File: config.mk
export PLATFORM = sky130hd
export DESIGN_NAME = length_prefixed_message_deframer_core
export DESIGN_NICKNAME = d
export VERILOG_FILES = /design/src/hw/rtl/lpd_pkg.sv /design/src/hw/rtl/length_prefixed_message_deframer_core.sv /design/src/hw/rtl/lpd_in_stage.sv /design/src/hw/rtl/lpd_engine.sv /design/src/hw/rtl/lpd_out_stage.sv
export SDC_FILE = /design/constraint.sdc
export NUM_CORES = 1
export LEC_CHECK = 0
export ABC_AREA = 1
export BUFFER_PORTS_ARGS = -buffer_cell sky130_fd_sc_hd__buf_2
export CAP_MARGIN = 0
export CORE_MARGIN = 2
export CORE_UTILIZATION = 40
export DETAILED_ROUTE_END_ITERATION = 10
export GPL_ROUTABILITY_DRIVEN = 1
export PLACE_DENSITY = 0.55
export SLEW_MARGIN = 0
export SYNTH_ARGS = -nofsm -noshare
export SYNTH_HDL_FRONTEND = slang
export SYNTH_SLANG_ARGS = --single-unit
File: constraint.sdc
create_clock -name clk -period 9.49 [get_ports clk]
set_clock_uncertainty 0.1 [all_clocks]
set_input_delay 1.898 -clock clk [delete_from_list [all_inputs] [get_ports clk]]
set_output_delay 1.898 -clock clk [all_outputs]
set_load 0.02 [all_outputs]
File: src/hw/rtl/lpd_pkg.sv
// ----------------------------------------------------------------------------
// lpd_pkg
// Shared types and constants of the length-prefixed message deframer.
// ----------------------------------------------------------------------------
package lpd_pkg;

	// Field widths
	localparam int unsigned OP_W     = 2;
	localparam int unsigned BYTE_W   = 8;
	localparam int unsigned WORD32_W = 32;
	localparam int unsigned KIND_W   = 3;
	localparam int unsigned HELD_W   = 8;
	localparam int unsigned HDR_W    = 56;  // header bytes 0..6 held; byte 7 arrives live
	localparam int unsigned HCNT_W   = 3;
	localparam int unsigned CFG_IDX_W = 1;

	// Register reset values
	localparam logic [WORD32_W-1:0] MAX_MSG_BYTES_RST = 32'd1048576;
	localparam logic [HELD_W-1:0]   MAX_HELD_MSGS_RST = 8'd16;

	// Keep-alive id and saturation limits
	localparam logic [WORD32_W-1:0] KA_ID        = 32'hffff_ffff;
	localparam logic [HELD_W-1:0]   HELD_CNT_MAX = 8'hff;

	// Configuration register indexes
	typedef enum logic [CFG_IDX_W-1:0] {
		CFG_MAX_MESSAGE_BYTES = 1'b0,
		CFG_MAX_HELD_MESSAGES = 1'b1
	} cfg_idx_t;

	// Operations carried by an input word
	typedef enum logic [OP_W-1:0] {
		OP_RX_BYTE  = 2'd0,
		OP_RELEASE  = 2'd1,
		OP_KA_SENT  = 2'd2,
		OP_RESTART  = 2'd3
	} op_t;

	// Result kinds
	typedef enum logic [KIND_W-1:0] {
		KIND_BYTE      = 3'd0,
		KIND_EMPTY     = 3'd1,
		KIND_KA_SEND   = 3'd2,
		KIND_KA_ANSWER = 3'd3,
		KIND_OVERSIZE  = 3'd4,
		KIND_TOO_MANY  = 3'd5,
		KIND_OVERFLOW  = 3'd6
	} kind_t;

	typedef struct packed {
		op_t                 operation;
		logic [BYTE_W-1:0]   rx_byte;
		logic [WORD32_W-1:0] release_bytes;
	} item_t;

	typedef struct packed {
		kind_t               kind;
		logic [BYTE_W-1:0]   payload_byte;
		logic [WORD32_W-1:0] message_id;
		logic                last_of_message;
	} result_t;

	// Engine status seen by the top level
	typedef struct packed {
		logic              stopped;
		logic              in_payload;
		logic [HCNT_W-1:0] header_count;
	} status_t;

endpackage

File: src/hw/rtl/length_prefixed_message_deframer_core.sv
// ----------------------------------------------------------------------------
// length_prefixed_message_deframer_core
// Deframes length-prefixed messages from a received byte stream.
// ----------------------------------------------------------------------------
// Usage:
//   Input channel (in_valid/in_ready) carries one word per handshake: an
//   operation with a received byte or a released message size. Output channel
//   (out_valid/out_ready) carries at most one result word per input word:
//   a payload byte with its message id and last mark, an empty message,
//   a keep-alive event, or an admission error.
//   An accepted word sits in the input register while the engine works on
//   it; its result is registered at the next edge and then offered.
//   Throughput: one word per cycle while the receiver takes results; the
//   frame state (header count, payload count, hold totals) is updated per word.
//   If the receiver stalls, the result register holds its word and the input
//   register holds at most one further word; in_ready then stays low until
//   the result is taken.
//   The user must write configuration (cfg_wr_en/cfg_index/cfg_data) only
//   while idle; the block does not enforce this. Reset clears all frame, hold
//   and error state and loads defaults (1 MiB message limit, 16 held messages).
// ----------------------------------------------------------------------------
module length_prefixed_message_deframer_core (
	input  logic                          clk,
	input  logic                          arst_n,
	input  logic                          cfg_wr_en,
	input  logic [lpd_pkg::CFG_IDX_W-1:0] cfg_index,
	input  logic [lpd_pkg::WORD32_W-1:0]  cfg_data,
	input  logic                          in_valid,
	output logic                          in_ready,
	input  logic [lpd_pkg::OP_W-1:0]      operation,
	input  logic [lpd_pkg::BYTE_W-1:0]    rx_byte,
	input  logic [lpd_pkg::WORD32_W-1:0]  release_bytes,
	output logic                          out_valid,
	input  logic                          out_ready,
	output logic [lpd_pkg::KIND_W-1:0]    kind,
	output logic [lpd_pkg::BYTE_W-1:0]    payload_byte,
	output logic [lpd_pkg::WORD32_W-1:0]  message_id,
	output logic                          last_of_message
);
	import lpd_pkg::*;

	item_t   in_item, item_s1;
	logic    valid_s1;
	logic    take;
	logic    slot_free;
	logic    res_valid;
	result_t res, out_res;
	status_t status;

	assign in_item = '{operation: op_t'(operation), rx_byte: rx_byte,
	                   release_bytes: release_bytes};

	// Process the registered word when the result register can take its result
	assign take = valid_s1 && slot_free;

	lpd_in_stage u_in (
		.clk      (clk),
		.arst_n   (arst_n),
		.in_valid (in_valid),
		.in_ready (in_ready),
		.in_item  (in_item),
		.take     (take),
		.valid_s1 (valid_s1),
		.item_s1  (item_s1)
	);

	lpd_engine u_engine (
		.clk       (clk),
		.arst_n    (arst_n),
		.cfg_wr_en (cfg_wr_en),
		.cfg_index (cfg_index),
		.cfg_data  (cfg_data),
		.advance   (take),
		.item      (item_s1),
		.res_valid (res_valid),
		.res       (res),
		.status    (status)
	);

	lpd_out_stage u_out (
		.clk       (clk),
		.arst_n    (arst_n),
		.res_valid (res_valid),
		.res       (res),
		.slot_free (slot_free),
		.out_valid (out_valid),
		.out_ready (out_ready),
		.out_res   (out_res)
	);

	assign kind            = out_res.kind;
	assign payload_byte    = out_res.payload_byte;
	assign message_id      = out_res.message_id;
	assign last_of_message = out_res.last_of_message;

`ifndef ASSERT_OFF
	// A result never overwrites one the receiver has not taken
	a_no_overwrite: assert property (@(posedge clk) disable iff (!arst_n)
		!(res_valid && out_valid && !out_ready))
		else $error("result register overwritten");

	// Header assembly and payload counting never overlap
	a_phase_excl: assert property (@(posedge clk) disable iff (!arst_n)
		!(status.in_payload && status.header_count != '0))
		else $error("header count active during payload");

	// An admission error stops the block from the next cycle
	a_error_stops: assert property (@(posedge clk) disable iff (!arst_n)
		(res_valid && (res.kind == KIND_OVERSIZE || res.kind == KIND_TOO_MANY
		               || res.kind == KIND_OVERFLOW)) |=> status.stopped)
		else $error("error result without stop");

	// Keep-alive results always carry the keep-alive id
	a_ka_id: assert property (@(posedge clk) disable iff (!arst_n)
		(out_valid && (kind == KIND_KA_SEND || kind == KIND_KA_ANSWER))
		|-> message_id == KA_ID)
		else $error("keep-alive result with wrong id");
`endif

endmodule

File: src/hw/rtl/lpd_in_stage.sv
// ----------------------------------------------------------------------------
// lpd_in_stage
// Input register: captures one word and offers it to the engine.
// ----------------------------------------------------------------------------
module lpd_in_stage (
	input  logic           clk,
	input  logic           arst_n,
	input  logic           in_valid,
	output logic           in_ready,
	input  lpd_pkg::item_t in_item,
	input  logic           take,
	output logic           valid_s1,
	output lpd_pkg::item_t item_s1
);
	import lpd_pkg::*;

	logic valid_q;

	// Free when empty or when the held word moves on this cycle
	assign in_ready = !valid_q || take;

	always_ff @(posedge clk or negedge arst_n) begin
		if (!arst_n) begin
			valid_q <= 1'b0;
		end else if (in_ready) begin
			valid_q <= in_valid;
		end
	end

	// Payload needs no reset
	always_ff @(posedge clk) begin
		if (in_ready && in_valid) begin
			item_s1 <= in_item;
		end
	end

	assign valid_s1 = valid_q;

endmodule

File: src/hw/rtl/lpd_engine.sv
// ----------------------------------------------------------------------------
// lpd_engine
// Frame state, admission checks and result generation; one word per cycle while advance is high.
// ----------------------------------------------------------------------------
module lpd_engine (
	input  logic                          clk,
	input  logic                          arst_n,
	input  logic                          cfg_wr_en,
	input  logic [lpd_pkg::CFG_IDX_W-1:0] cfg_index,
	input  logic [lpd_pkg::WORD32_W-1:0]  cfg_data,
	input  logic                          advance,
	input  lpd_pkg::item_t                item,
	output logic                          res_valid,
	output lpd_pkg::result_t              res,
	output lpd_pkg::status_t              status
);
	import lpd_pkg::*;

	// Configuration registers
	logic [WORD32_W-1:0] max_msg_bytes_q;
	logic [HELD_W-1:0]   max_held_q;

	// Frame and hold state
	logic [HDR_W-1:0]    header_shift_q, header_shift_d;
	logic [HCNT_W-1:0]   header_count_q, header_count_d;
	logic                in_payload_q,   in_payload_d;
	logic [WORD32_W-1:0] frame_length_q, frame_length_d;
	logic [WORD32_W-1:0] bytes_taken_q,  bytes_taken_d;
	logic [WORD32_W-1:0] frame_id_q,     frame_id_d;
	logic                awaiting_q,     awaiting_d;
	logic [HELD_W-1:0]   held_count_q,   held_count_d;
	logic [WORD32_W-1:0] held_total_q,   held_total_d;
	logic                stopped_q,      stopped_d;

	// Datapath helpers
	logic [63:0]         hdr_full;
	logic [WORD32_W-1:0] hdr_len, hdr_id;
	logic [WORD32_W-1:0] taken_inc;
	logic [WORD32_W-1:0] hold_len;
	logic [WORD32_W:0]   hold_sum;
	logic [WORD32_W-1:0] hold_total_sat;
	logic [HELD_W-1:0]   hold_count_inc;
	logic                over_limit;
	logic [5:0]          ins_shamt;

	// Configuration writes
	always_ff @(posedge clk or negedge arst_n) begin
		if (!arst_n) begin
			max_msg_bytes_q <= MAX_MSG_BYTES_RST;
			max_held_q      <= MAX_HELD_MSGS_RST;
		end else if (cfg_wr_en) begin
			unique case (cfg_idx_t'(cfg_index))
				CFG_MAX_MESSAGE_BYTES: max_msg_bytes_q <= cfg_data;
				CFG_MAX_HELD_MESSAGES: max_held_q <= cfg_data[HELD_W-1:0];
				default: ;
			endcase
		end
	end

	// Header assembly: the eighth byte completes the header directly
	assign hdr_full  = {item.rx_byte, header_shift_q};
	assign hdr_len   = hdr_full[31:0];
	assign hdr_id    = hdr_full[63:32];
	assign ins_shamt = {header_count_q, 3'b000};

	// Payload progress
	assign taken_inc = bytes_taken_q + 32'd1;

	// Holding a completed message: payload length, or zero for an empty one
	assign hold_len       = in_payload_q ? frame_length_q : '0;
	assign hold_sum       = {1'b0, held_total_q} + {1'b0, hold_len};
	assign hold_total_sat = hold_sum[WORD32_W] ? '1 : hold_sum[WORD32_W-1:0];
	assign hold_count_inc = (held_count_q == HELD_CNT_MAX) ? held_count_q
	                                                       : held_count_q + 8'd1;

	// Overflow check without wrap
	assign over_limit = ({1'b0, hdr_len} + {1'b0, held_total_q}) > {1'b0, max_msg_bytes_q};

	// Next state and result
	always_comb begin
		header_shift_d = header_shift_q;
		header_count_d = header_count_q;
		in_payload_d   = in_payload_q;
		frame_length_d = frame_length_q;
		bytes_taken_d  = bytes_taken_q;
		frame_id_d     = frame_id_q;
		awaiting_d     = awaiting_q;
		held_count_d   = held_count_q;
		held_total_d   = held_total_q;
		stopped_d      = stopped_q;
		res_valid      = 1'b0;
		res            = '{kind: KIND_BYTE, payload_byte: '0, message_id: '0,
		                   last_of_message: 1'b0};

		if (advance) begin
			unique case (item.operation)
				OP_RX_BYTE: begin
					if (!stopped_q && in_payload_q) begin
						res_valid        = 1'b1;
						res.payload_byte = item.rx_byte;
						res.message_id   = frame_id_q;
						if (taken_inc >= frame_length_q) begin
							res.last_of_message = 1'b1;
							held_total_d   = hold_total_sat;
							held_count_d   = hold_count_inc;
							in_payload_d   = 1'b0;
							frame_length_d = '0;
							bytes_taken_d  = '0;
						end else begin
							bytes_taken_d = taken_inc;
						end
					end else if (!stopped_q) begin
						if (header_count_q != 3'd7) begin
							header_shift_d = header_shift_q
							               | (HDR_W'(item.rx_byte) << ins_shamt);
							header_count_d = header_count_q + 3'd1;
						end else begin
							header_shift_d = '0;
							header_count_d = '0;
							frame_id_d     = hdr_id;
							frame_length_d = hdr_len;
							res_valid      = 1'b1;
							res.message_id = hdr_id;
							if (hdr_len == '0 && hdr_id == KA_ID) begin
								// Keep-alive: answer a request or end our wait
								res.kind   = awaiting_q ? KIND_KA_ANSWER : KIND_KA_SEND;
								awaiting_d = 1'b0;
							end else if (hdr_len > max_msg_bytes_q) begin
								res.kind       = KIND_OVERSIZE;
								frame_length_d = '0;
								stopped_d      = 1'b1;
							end else if (held_count_q >= max_held_q) begin
								res.kind       = KIND_TOO_MANY;
								frame_length_d = '0;
								stopped_d      = 1'b1;
							end else if (over_limit) begin
								res.kind       = KIND_OVERFLOW;
								frame_length_d = '0;
								stopped_d      = 1'b1;
							end else if (hdr_len == '0) begin
								// Empty message counts as held with zero bytes
								res.kind            = KIND_EMPTY;
								res.last_of_message = 1'b1;
								held_count_d        = hold_count_inc;
							end else begin
								res_valid     = 1'b0;
								in_payload_d  = 1'b1;
								bytes_taken_d = '0;
							end
						end
					end
				end
				OP_RELEASE: begin
					if (held_count_q != '0) begin
						held_count_d = held_count_q - 8'd1;
					end
					held_total_d = (held_total_q > item.release_bytes)
					             ? held_total_q - item.release_bytes : '0;
				end
				OP_KA_SENT: begin
					if (!stopped_q) begin
						awaiting_d = 1'b1;
					end
				end
				OP_RESTART: begin
					header_shift_d = '0;
					header_count_d = '0;
					in_payload_d   = 1'b0;
					frame_length_d = '0;
					bytes_taken_d  = '0;
					stopped_d      = 1'b0;
					awaiting_d     = 1'b0;
				end
				default: ;
			endcase
		end
	end

	// State registers
	always_ff @(posedge clk or negedge arst_n) begin
		if (!arst_n) begin
			header_shift_q <= '0;
			header_count_q <= '0;
			in_payload_q   <= 1'b0;
			frame_length_q <= '0;
			bytes_taken_q  <= '0;
			frame_id_q     <= '0;
			awaiting_q     <= 1'b0;
			held_count_q   <= '0;
			held_total_q   <= '0;
			stopped_q      <= 1'b0;
		end else begin
			header_shift_q <= header_shift_d;
			header_count_q <= header_count_d;
			in_payload_q   <= in_payload_d;
			frame_length_q <= frame_length_d;
			bytes_taken_q  <= bytes_taken_d;
			frame_id_q     <= frame_id_d;
			awaiting_q     <= awaiting_d;
			held_count_q   <= held_count_d;
			held_total_q   <= held_total_d;
			stopped_q      <= stopped_d;
		end
	end

	assign status = '{stopped: stopped_q, in_payload: in_payload_q,
	                  header_count: header_count_q};

endmodule

File: src/hw/rtl/lpd_out_stage.sv
// ----------------------------------------------------------------------------
// lpd_out_stage
// Result register: holds one result word until the receiver takes it.
// ----------------------------------------------------------------------------
module lpd_out_stage (
	input  logic             clk,
	input  logic             arst_n,
	input  logic             res_valid,
	input  lpd_pkg::result_t res,
	output logic             slot_free,
	output logic             out_valid,
	input  logic             out_ready,
	output lpd_pkg::result_t out_res
);
	import lpd_pkg::*;

	logic    valid_q;
	result_t res_q;

	// A new result may land when empty or when the held one leaves now
	assign slot_free = !valid_q || out_ready;

	always_ff @(posedge clk or negedge arst_n) begin
		if (!arst_n) begin
			valid_q <= 1'b0;
		end else if (slot_free) begin
			valid_q <= res_valid;
		end
	end

	always_ff @(posedge clk) begin
		if (slot_free && res_valid) begin
			res_q <= res;
		end
	end

	assign out_valid = valid_q;
	assign out_res   = res_q;

endmodule
Word level (Yosys, flattened, before mapping)
Cells that the tools add are included.
{"block": "classes", "n_addsub": 7, "order_cmp": 5, "eq_ne": 23, "shift": 1, "n_mux": 93, "bitwise_logic": 7, "n_reduce_logical": 30}
{"cell": "32-bit two-way mux", "n": 22}
{"cell": "32-bit case mux with 2 select lines", "n": 3}
{"cell": "56-bit two-way mux", "n": 3}
{"cell": "56-bit case mux with 2 select lines", "n": 1}
{"cell": "33-bit two-way mux", "n": 3}
{"cell": "8-bit two-way mux", "n": 11}
{"cell": "32-bit by 32-bit adder with 33-bit output", "n": 2}
{"cell": "32-bit > comparator", "n": 2}
{"cell": "56-bit bitwise OR", "n": 1}
{"cell": "8-bit by 6-bit << shifter with 56-bit output", "n": 1}
{"cell": "1-bit two-way mux", "n": 38}
{"cell": "33-bit by 32-bit > comparator with 1-bit output", "n": 1}
{"cell": "32-bit by 1-bit adder with 32-bit output, second input constant", "n": 1}
{"cell": "32-bit == test, second input constant", "n": 1}
{"cell": "32-bit greater-or-equal comparator", "n": 1}
{"cell": "32-bit logical NOT", "n": 1}
{"cell": "32-bit subtractor", "n": 1}
{"cell": "3-bit two-way mux", "n": 7}
{"cell": "8-bit case mux with 2 select lines", "n": 1}
{"cell": "3-bit by 2-bit inequality test with 1-bit output, second input constant", "n": 5}
{"cell": "3-bit inequality test, second input constant", "n": 4}
{"cell": "11-bit AND reduction", "n": 1}
{"cell": "10-bit AND reduction", "n": 1}
{"cell": "5-bit AND reduction", "n": 2}
{"cell": "other kinds (27)", "n": 52}
{"block": "totals", "reg_bits": 326, "input_bits": 80, "out_inout_bits": 46}

Depth between registers and ports, before layout
{"block": "depth", "ltp_word": 12, "mapped_depth": 30, "ltp_nobuf": 29}

By module
A second synthesis with hierarchy kept.
{"block": "unflattened", "cells_unflattened": 2987, "hier_area_um2": 22902.0}
{"mod": "lpd_engine", "instances": 1, "cells_per_inst": 2887, "area_per_inst_um2": 20221.9, "seq_area_each_um2": 5958.2}
{"mod": "lpd_out_stage", "instances": 1, "cells_per_inst": 50, "area_per_inst_um2": 1366.3, "seq_area_each_um2": 1346.3}
{"mod": "lpd_in_stage", "instances": 1, "cells_per_inst": 48, "area_per_inst_um2": 1306.3, "seq_area_each_um2": 1286.2}
{"mod": "length_prefixed_message_deframer_core", "instances": 1, "cells_per_inst": 2, "area_per_inst_um2": 7.5, "seq_area_each_um2": 0.0}

Worst setup path before layout
OpenSTA, ideal clock, no wires.
{"block": "synth_timing", "path_type": "register -> register", "start": "reg u_engine.held_total_q[0]", "end": "reg u_out.res_q, in the netlist u_out.out_res[0] (enable)", "setup_time_ns": 0.557, "arrival_time_ns": 4.151, "t_required_ns": 8.833, "setup_slack_ns": 4.682, "path_stages_with_launch": 24, "n_path_buf": 0, "cell_sequence": "dfrtp_1 ha_1 inv_1 fa_1 nand3b_1 nand2_2 a21oi_4 o21ai_4 nand3_2 nand2_2 nand2_1 nand2_1 nand2_1 nand2_1 xor2_1 ha_1 nand2_1 nor4_1 nand4_1 nand3b_1 nand2_2 nand3_1 o21ai_0 nand2_1"}
{"block": "synth_between", "elab_chain_cells": 12}
{"item": "start, declared", "line": "lpd_engine.sv:32", "rtl": "logic [WORD32_W-1:0] held_total_q, held_total_d;"}
{"item": "start signal, assigned", "line": "lpd_engine.sv:201", "rtl": "held_total_q <= held_total_d;"}
{"item": "32-bit by 32-bit adder with 33-bit output", "line": "lpd_engine.sv:77", "rtl": "assign over_limit = ({1'b0, hdr_len} + {1'b0, held_total_q}) > {1'b0, max_msg_bytes_q};"}
{"item": "33-bit by 32-bit > comparator with 1-bit output", "line": "lpd_engine.sv:77"}
{"item": "1-bit two-way mux", "line": "lpd_engine.sv:136", "rtl": "end else if (over_limit) begin"}
{"item": "1-bit two-way mux", "line": "lpd_engine.sv:132", "rtl": "end else if (held_count_q >= max_held_q) begin"}
{"item": "1-bit two-way mux", "line": "lpd_engine.sv:128", "rtl": "end else if (hdr_len > max_msg_bytes_q) begin"}
{"item": "1-bit two-way mux", "line": "lpd_engine.sv:124", "rtl": "if (hdr_len == '0 && hdr_id == KA_ID) begin"}
{"item": "1-bit two-way mux", "line": "lpd_engine.sv:113", "rtl": "if (header_count_q != 3'd7) begin"}
{"item": "1-bit two-way mux", "line": "lpd_engine.sv:112", "rtl": "end else if (!stopped_q) begin"}
{"item": "1-bit two-way mux", "line": "lpd_engine.sv:98", "rtl": "if (!stopped_q && in_payload_q) begin"}
{"item": "1-bit two-way mux", "line": "lpd_engine.sv:96", "rtl": "unique case (item.operation)"}
{"item": "1-bit two-way mux", "line": "lpd_engine.sv:95", "rtl": "if (advance) begin"}
{"item": "1-bit logical AND", "line": "lpd_out_stage.sv:32", "rtl": "if (slot_free && res_valid) begin"}
{"item": "end signal, assigned", "line": "lpd_out_stage.sv:33", "rtl": "res_q <= res;"}
{"item": "end, declared", "line": "lpd_out_stage.sv:18", "rtl": "result_t res_q;"}
Every way passes these cells.
A chain may end at the register's enable or synchronous reset.

Worst setup path after layout
{"block": "layout_timing", "start": "reg u_engine.held_total_q[0]", "end": "reg u_out.res_q, in the netlist u_out.out_res[19] (enable)"}
The elaborated chain is that of the path after synthesis.

==> impl_metrics.xml <==
<?xml version="1.0" encoding="UTF-8"?>
<metrics>
  <group name="logic_synthesis">
    <metric name="netlist_top_cells_area" unit="">sky130_fd_sc_hd__dfrtp_1 (25%), sky130_fd_sc_hd__nand2_1 (14%), sky130_fd_sc_hd__ha_1 (11%)</metric>
    <metric name="synth.distinct_cells" unit="">52</metric>
    <metric name="mappedNetlistArea" unit="um2">23420</metric>
    <metric name="synthesized_nets" unit="">3465</metric>
    <metric name="synth-edff-count" unit="">86</metric>
    <metric name="post_synth_inst_count" unit="">3168</metric>
    <metric name="synth_warnings" unit="">0</metric>
    <metric name="avgSynthCellArea" unit="um2">7.393</metric>
    <metric name="synth_top_flop_cell" unit="">sky130_fd_sc_hd__dfrtp_1</metric>
    <metric name="synth-seq-cells" unit="">326</metric>
    <metric name="synth_largest_area_cell" unit="">sky130_fd_sc_hd__dfrtp_1</metric>
    <metric name="synthDominantCellAreaShare" unit="%">25.43</metric>
    <metric name="async_reset_ff_share" unit="%">73.62</metric>
    <metric name="yosysSeqAreaShare" unit="%">36.68</metric>
  </group>
  <group name="worst_setup_path">
    <metric name="cp-end-kind" unit="">register</metric>
    <metric name="class_of_the_most_critical_setup_path" unit="">register to register</metric>
    <metric name="critPathMaxFanout" unit="">44</metric>
    <metric name="timing.critical_path.required" unit="ns">9.47</metric>
    <metric name="cp-startpoint" unit="">u_engine.held_total_q[0]</metric>
    <metric name="cpLargestDelayFamily" unit="">simple AND/OR/NAND/NOR gates</metric>
    <metric name="timing.rr.start" unit="">u_engine.held_total_q[0]</metric>
    <metric name="crit_buf_inv" unit="">2</metric>
    <metric name="critical-path-max-stage-delay" unit="ns">0.68</metric>
    <metric name="crit_arrival" unit="ns">5.46</metric>
    <metric name="cpMostUsedCell" unit="">sky130_fd_sc_hd__nand2_1</metric>
    <metric name="cp_slowest_cell" unit="">sky130_fd_sc_hd__nand2_2</metric>
    <metric name="setup.worst_path.start_class" unit="">register</metric>
  </group>
  <group name="cts">
    <metric name="number_of_gates_resized_after_cts" unit="">0</metric>
    <metric name="cts.sink_count" unit="">326</metric>
    <metric name="maximum_buffer_depth_of_the_clock_tree" unit="">3</metric>
    <metric name="tritoncts" unit="">done</metric>
    <metric name="clkSlewWorstSetupHoldPaths" unit="ns">0.06</metric>
    <metric name="worst_skew_pair.late_latency" unit="ns">0.60</metric>
    <metric name="postCtsHoldBufs" unit="">0</metric>
    <metric name="cts.repair_timing.setup_buffer_count" unit="">0</metric>
    <metric name="cts-buffers-inserted" unit="">39</metric>
    <metric name="cts_max_level" unit="">2</metric>
    <metric name="cts_root_buf" unit="">sky130_fd_sc_hd__clkbuf_16</metric>
  </group>
  <group name="timing">
    <metric name="hold_viol" unit="">0</metric>
    <metric name="fmax" unit="GHz">0.1824</metric>
    <metric name="setup_tns" unit="ns">0</metric>
    <metric name="tightestPinTransition" unit="ns">1.240</metric>
    <metric name="hold_slack" unit="ns">0.3804</metric>
    <metric name="timing_max_transition_violations_final" unit="">0</metric>
    <metric name="setup_viol_count_final" unit="">0</metric>
    <metric name="max-slew-margin-rel" unit="%">17.25</metric>
    <metric name="period_needed" unit="ns">5.483</metric>
    <metric name="rsz0062_at_grt" unit="">false</metric>
    <metric name="fin_crit_sh" unit="%">57.78</metric>
  </group>
  <group name="finish">
    <metric name="antennaDiodeCount" unit="">0</metric>
    <metric name="nNetsFinal" unit="">3565</metric>
    <metric name="n_fill_cell" unit="">5922</metric>
    <metric name="final_core_util" unit="%">45.08</metric>
    <metric name="areaGrowthSynthToFinish" unit="%">11.27</metric>
    <metric name="instances_no_fill" unit="">4063</metric>
    <metric name="multi_input_comb_area" unit="um2">12620</metric>
    <metric name="layout.area.seq" unit="um2">8591</metric>
    <metric name="post_route_cells_drive_above_1_share" unit="%">8.733</metric>
  </group>
  <group name="grt">
    <metric name="antenna_found_initial" unit="">3</metric>
    <metric name="pin_count_of_the_biggest_net_entering_global_routing" unit="">99</metric>
    <metric name="grt_remaining_overflow" unit="">0</metric>
    <metric name="via_count_of_the_first_global_routing_pass" unit="">21160</metric>
    <metric name="grt_first_pass_wirelength" unit="mm">118.6</metric>
    <metric name="grtUsageTotal" unit="%">25.41</metric>
  </group>
  <group name="outcome">
    <metric name="status" unit="">completed</metric>
  </group>
  <group name="route">
    <metric name="drtAntennaViolNets" unit="">0</metric>
    <metric name="drt-wirelength-per-cell" unit="um">18.84</metric>
    <metric name="initialDrtViolationCount" unit="">1727</metric>
    <metric name="via_count" unit="">21370</metric>
    <metric name="detail_route.wirelength" unit="mm">76.56</metric>
    <metric name="routed_via_density" unit="">5.259</metric>
    <metric name="drt-pass1-iter-count" unit="">6</metric>
    <metric name="post-route-drc-count" unit="">0</metric>
  </group>
  <group name="pwr">
    <metric name="cellLeakagePower" unit="nW">13.16</metric>
    <metric name="irDropWorstVdd" unit="uV">166.0</metric>
    <metric name="power_per_cell_area" unit="nW/um2">329.1</metric>
  </group>
  <group name="floorplan">
    <metric name="row_count" unit="">88</metric>
    <metric name="core-area" unit="um2">57810</metric>
    <metric name="die_h" unit="um">246.0</metric>
    <metric name="fp.dieArea" unit="um2">60500</metric>
    <metric name="boundaryPins" unit="">126</metric>
    <metric name="start_util" unit="%">40.52</metric>
    <metric name="die_width" unit="um">246.0</metric>
  </group>
  <group name="placement">
    <metric name="dpl.hpwl" unit="mm">60.08</metric>
    <metric name="place_congestion" unit="">0.9961</metric>
    <metric name="place.port_buffers" unit="">125</metric>
    <metric name="numPlacedInstances" unit="">3992</metric>
  </group>
  <group name="flow_run">
    <metric name="maxCapViolCount" unit="">0</metric>
  </group>
  <group name="hold_path">
    <metric name="hold_path.class" unit="">register to register</metric>
    <metric name="hp-start" unit="">u_engine.max_msg_bytes_q[7]</metric>
  </group>
</metrics>
[sequential cells by signal (all words and copies together), names as in the netlist]
| signal | flops |
|---|---|
| u_engine.frame_length_q | 32 |
| u_in.item_s1 | 42 |
| u_engine.frame_id_q | 32 |
| u_engine.in_payload_q | 1 |
| u_engine.header_count_q | 3 |
| u_out.out_res | 44 |
| u_engine.held_total_q | 32 |
| u_engine.awaiting_q | 1 |
| u_engine.header_shift_q | 56 |
| u_engine.stopped_q | 1 |
| u_engine.bytes_taken_q | 32 |
| u_in.valid_s1 | 1 |
| u_engine.max_msg_bytes_q | 32 |
| u_engine.held_count_q | 8 |
| u_engine.max_held_q | 8 |
| u_out.out_valid | 1 |
[report_power, final]
group / switching, mW / internal (mW)
Sequential: 0.557 / 1.79
Combinational: 3.07 / 1.57
Clock: 0.663 / 0.931
[kinds of logic after synthesis]
family,share of synthesized area (%)
DFF,36.68
buffers and inverters,9.488
AOI/OAI and AO/OA,13.52
xor gates and xnor gates,3.628
and+or+nand+nor,24.97
adders and majority gates,11.72
[final timing paths]
path | to | slack (ns) | cells after the start
max in group asynchronous | u_engine.max_msg_bytes_q[28] | 6.48 | 2
min | u_engine.max_msg_bytes_q[7] | 0.38 | 2
min in group asynchronous | u_engine.held_total_q[28] | 1.23 | 1
max reg2reg | u_out.out_res[19] | 4.01 | 25
max | u_out.out_res[19] | 4.01 | 25
min reg2reg | u_engine.max_msg_bytes_q[7] | 0.38 | 2
[layout make-up]
class / instances / area share [%]
Inverter: 481 / 6.928
Multi-Input combinational cell: 2283 / 48.43
Tap cell: 765 / 3.673
Timing Repair Buffer: 137 / 2.785
Sequential cell: 326 / 32.97
Clock buffer: 55 / 4.364
Clock inverter: 16 / 0.8498
[through the flow]
step,power [mW],setup slack [ns],cell area (um2)
finish,8.576,4.007,26060
global route,9.335,3.574,26060
CTS,8.576,4.029,26060
detailed placement,6.932,4.055,24700
global placement,6.882,4.173,24700
floorplan,5.526,4.682,23420
[routing by layer]
| metal | wire length (um) | track usage, % |
|---|---|---|
| met1 | 33530 | 33.61 |
| met2 | 35080 | 41.26 |
| met3 | 4642 | 4.085 |
| met4 | 3276 | 10.45 |
| met5 | 24 | 0 |
[layout by cell type (no fill, tap or decap), drive strengths merged, types with 46 or more instances in the layout]
cell,instances
a21oi,282
nand2,862
inv,481
dfrtp,238
nor2,280
ha,213
nand4,58
o21ai,208
xor2,51
buf,137
nor3,58
xnor2,46
nand3,112
edfxtp,86
clkbuf,55
[worst min-delay path: stages, from the launching register on]
cell and delay [ns]:
sky130_fd_sc_hd__dfrtp_1 0.34, sky130_fd_sc_hd__nand2_1 0.05, sky130_fd_sc_hd__o21ai_0 0.06
[synth_stat cells, types with 10 or more instances]
library cell / instances
sky130_fd_sc_hd__nand2_1: 854
sky130_fd_sc_hd__inv_1: 465
sky130_fd_sc_hd__a21oi_1: 275
sky130_fd_sc_hd__nor2_1: 270
sky130_fd_sc_hd__dfrtp_1: 238
sky130_fd_sc_hd__ha_1: 213
sky130_fd_sc_hd__o21ai_0: 162
sky130_fd_sc_hd__nand3_1: 110
sky130_fd_sc_hd__edfxtp_1: 86
sky130_fd_sc_hd__nand4_1: 56
sky130_fd_sc_hd__nor3_1: 55
sky130_fd_sc_hd__xor2_1: 51
sky130_fd_sc_hd__clkbuf_1: 47
sky130_fd_sc_hd__xnor2_1: 46
sky130_fd_sc_hd__o21ai_2: 29
sky130_fd_sc_hd__a21o_1: 20
sky130_fd_sc_hd__nor4_1: 18
sky130_fd_sc_hd__o21ai_1: 16
sky130_fd_sc_hd__buf_2: 15
sky130_fd_sc_hd__inv_2: 14
sky130_fd_sc_hd__o21bai_1: 14
sky130_fd_sc_hd__buf_6: 12
sky130_fd_sc_hd__a31oi_1: 11
sky130_fd_sc_hd__o21a_1: 10
Power figures use the tool's default switching activity.
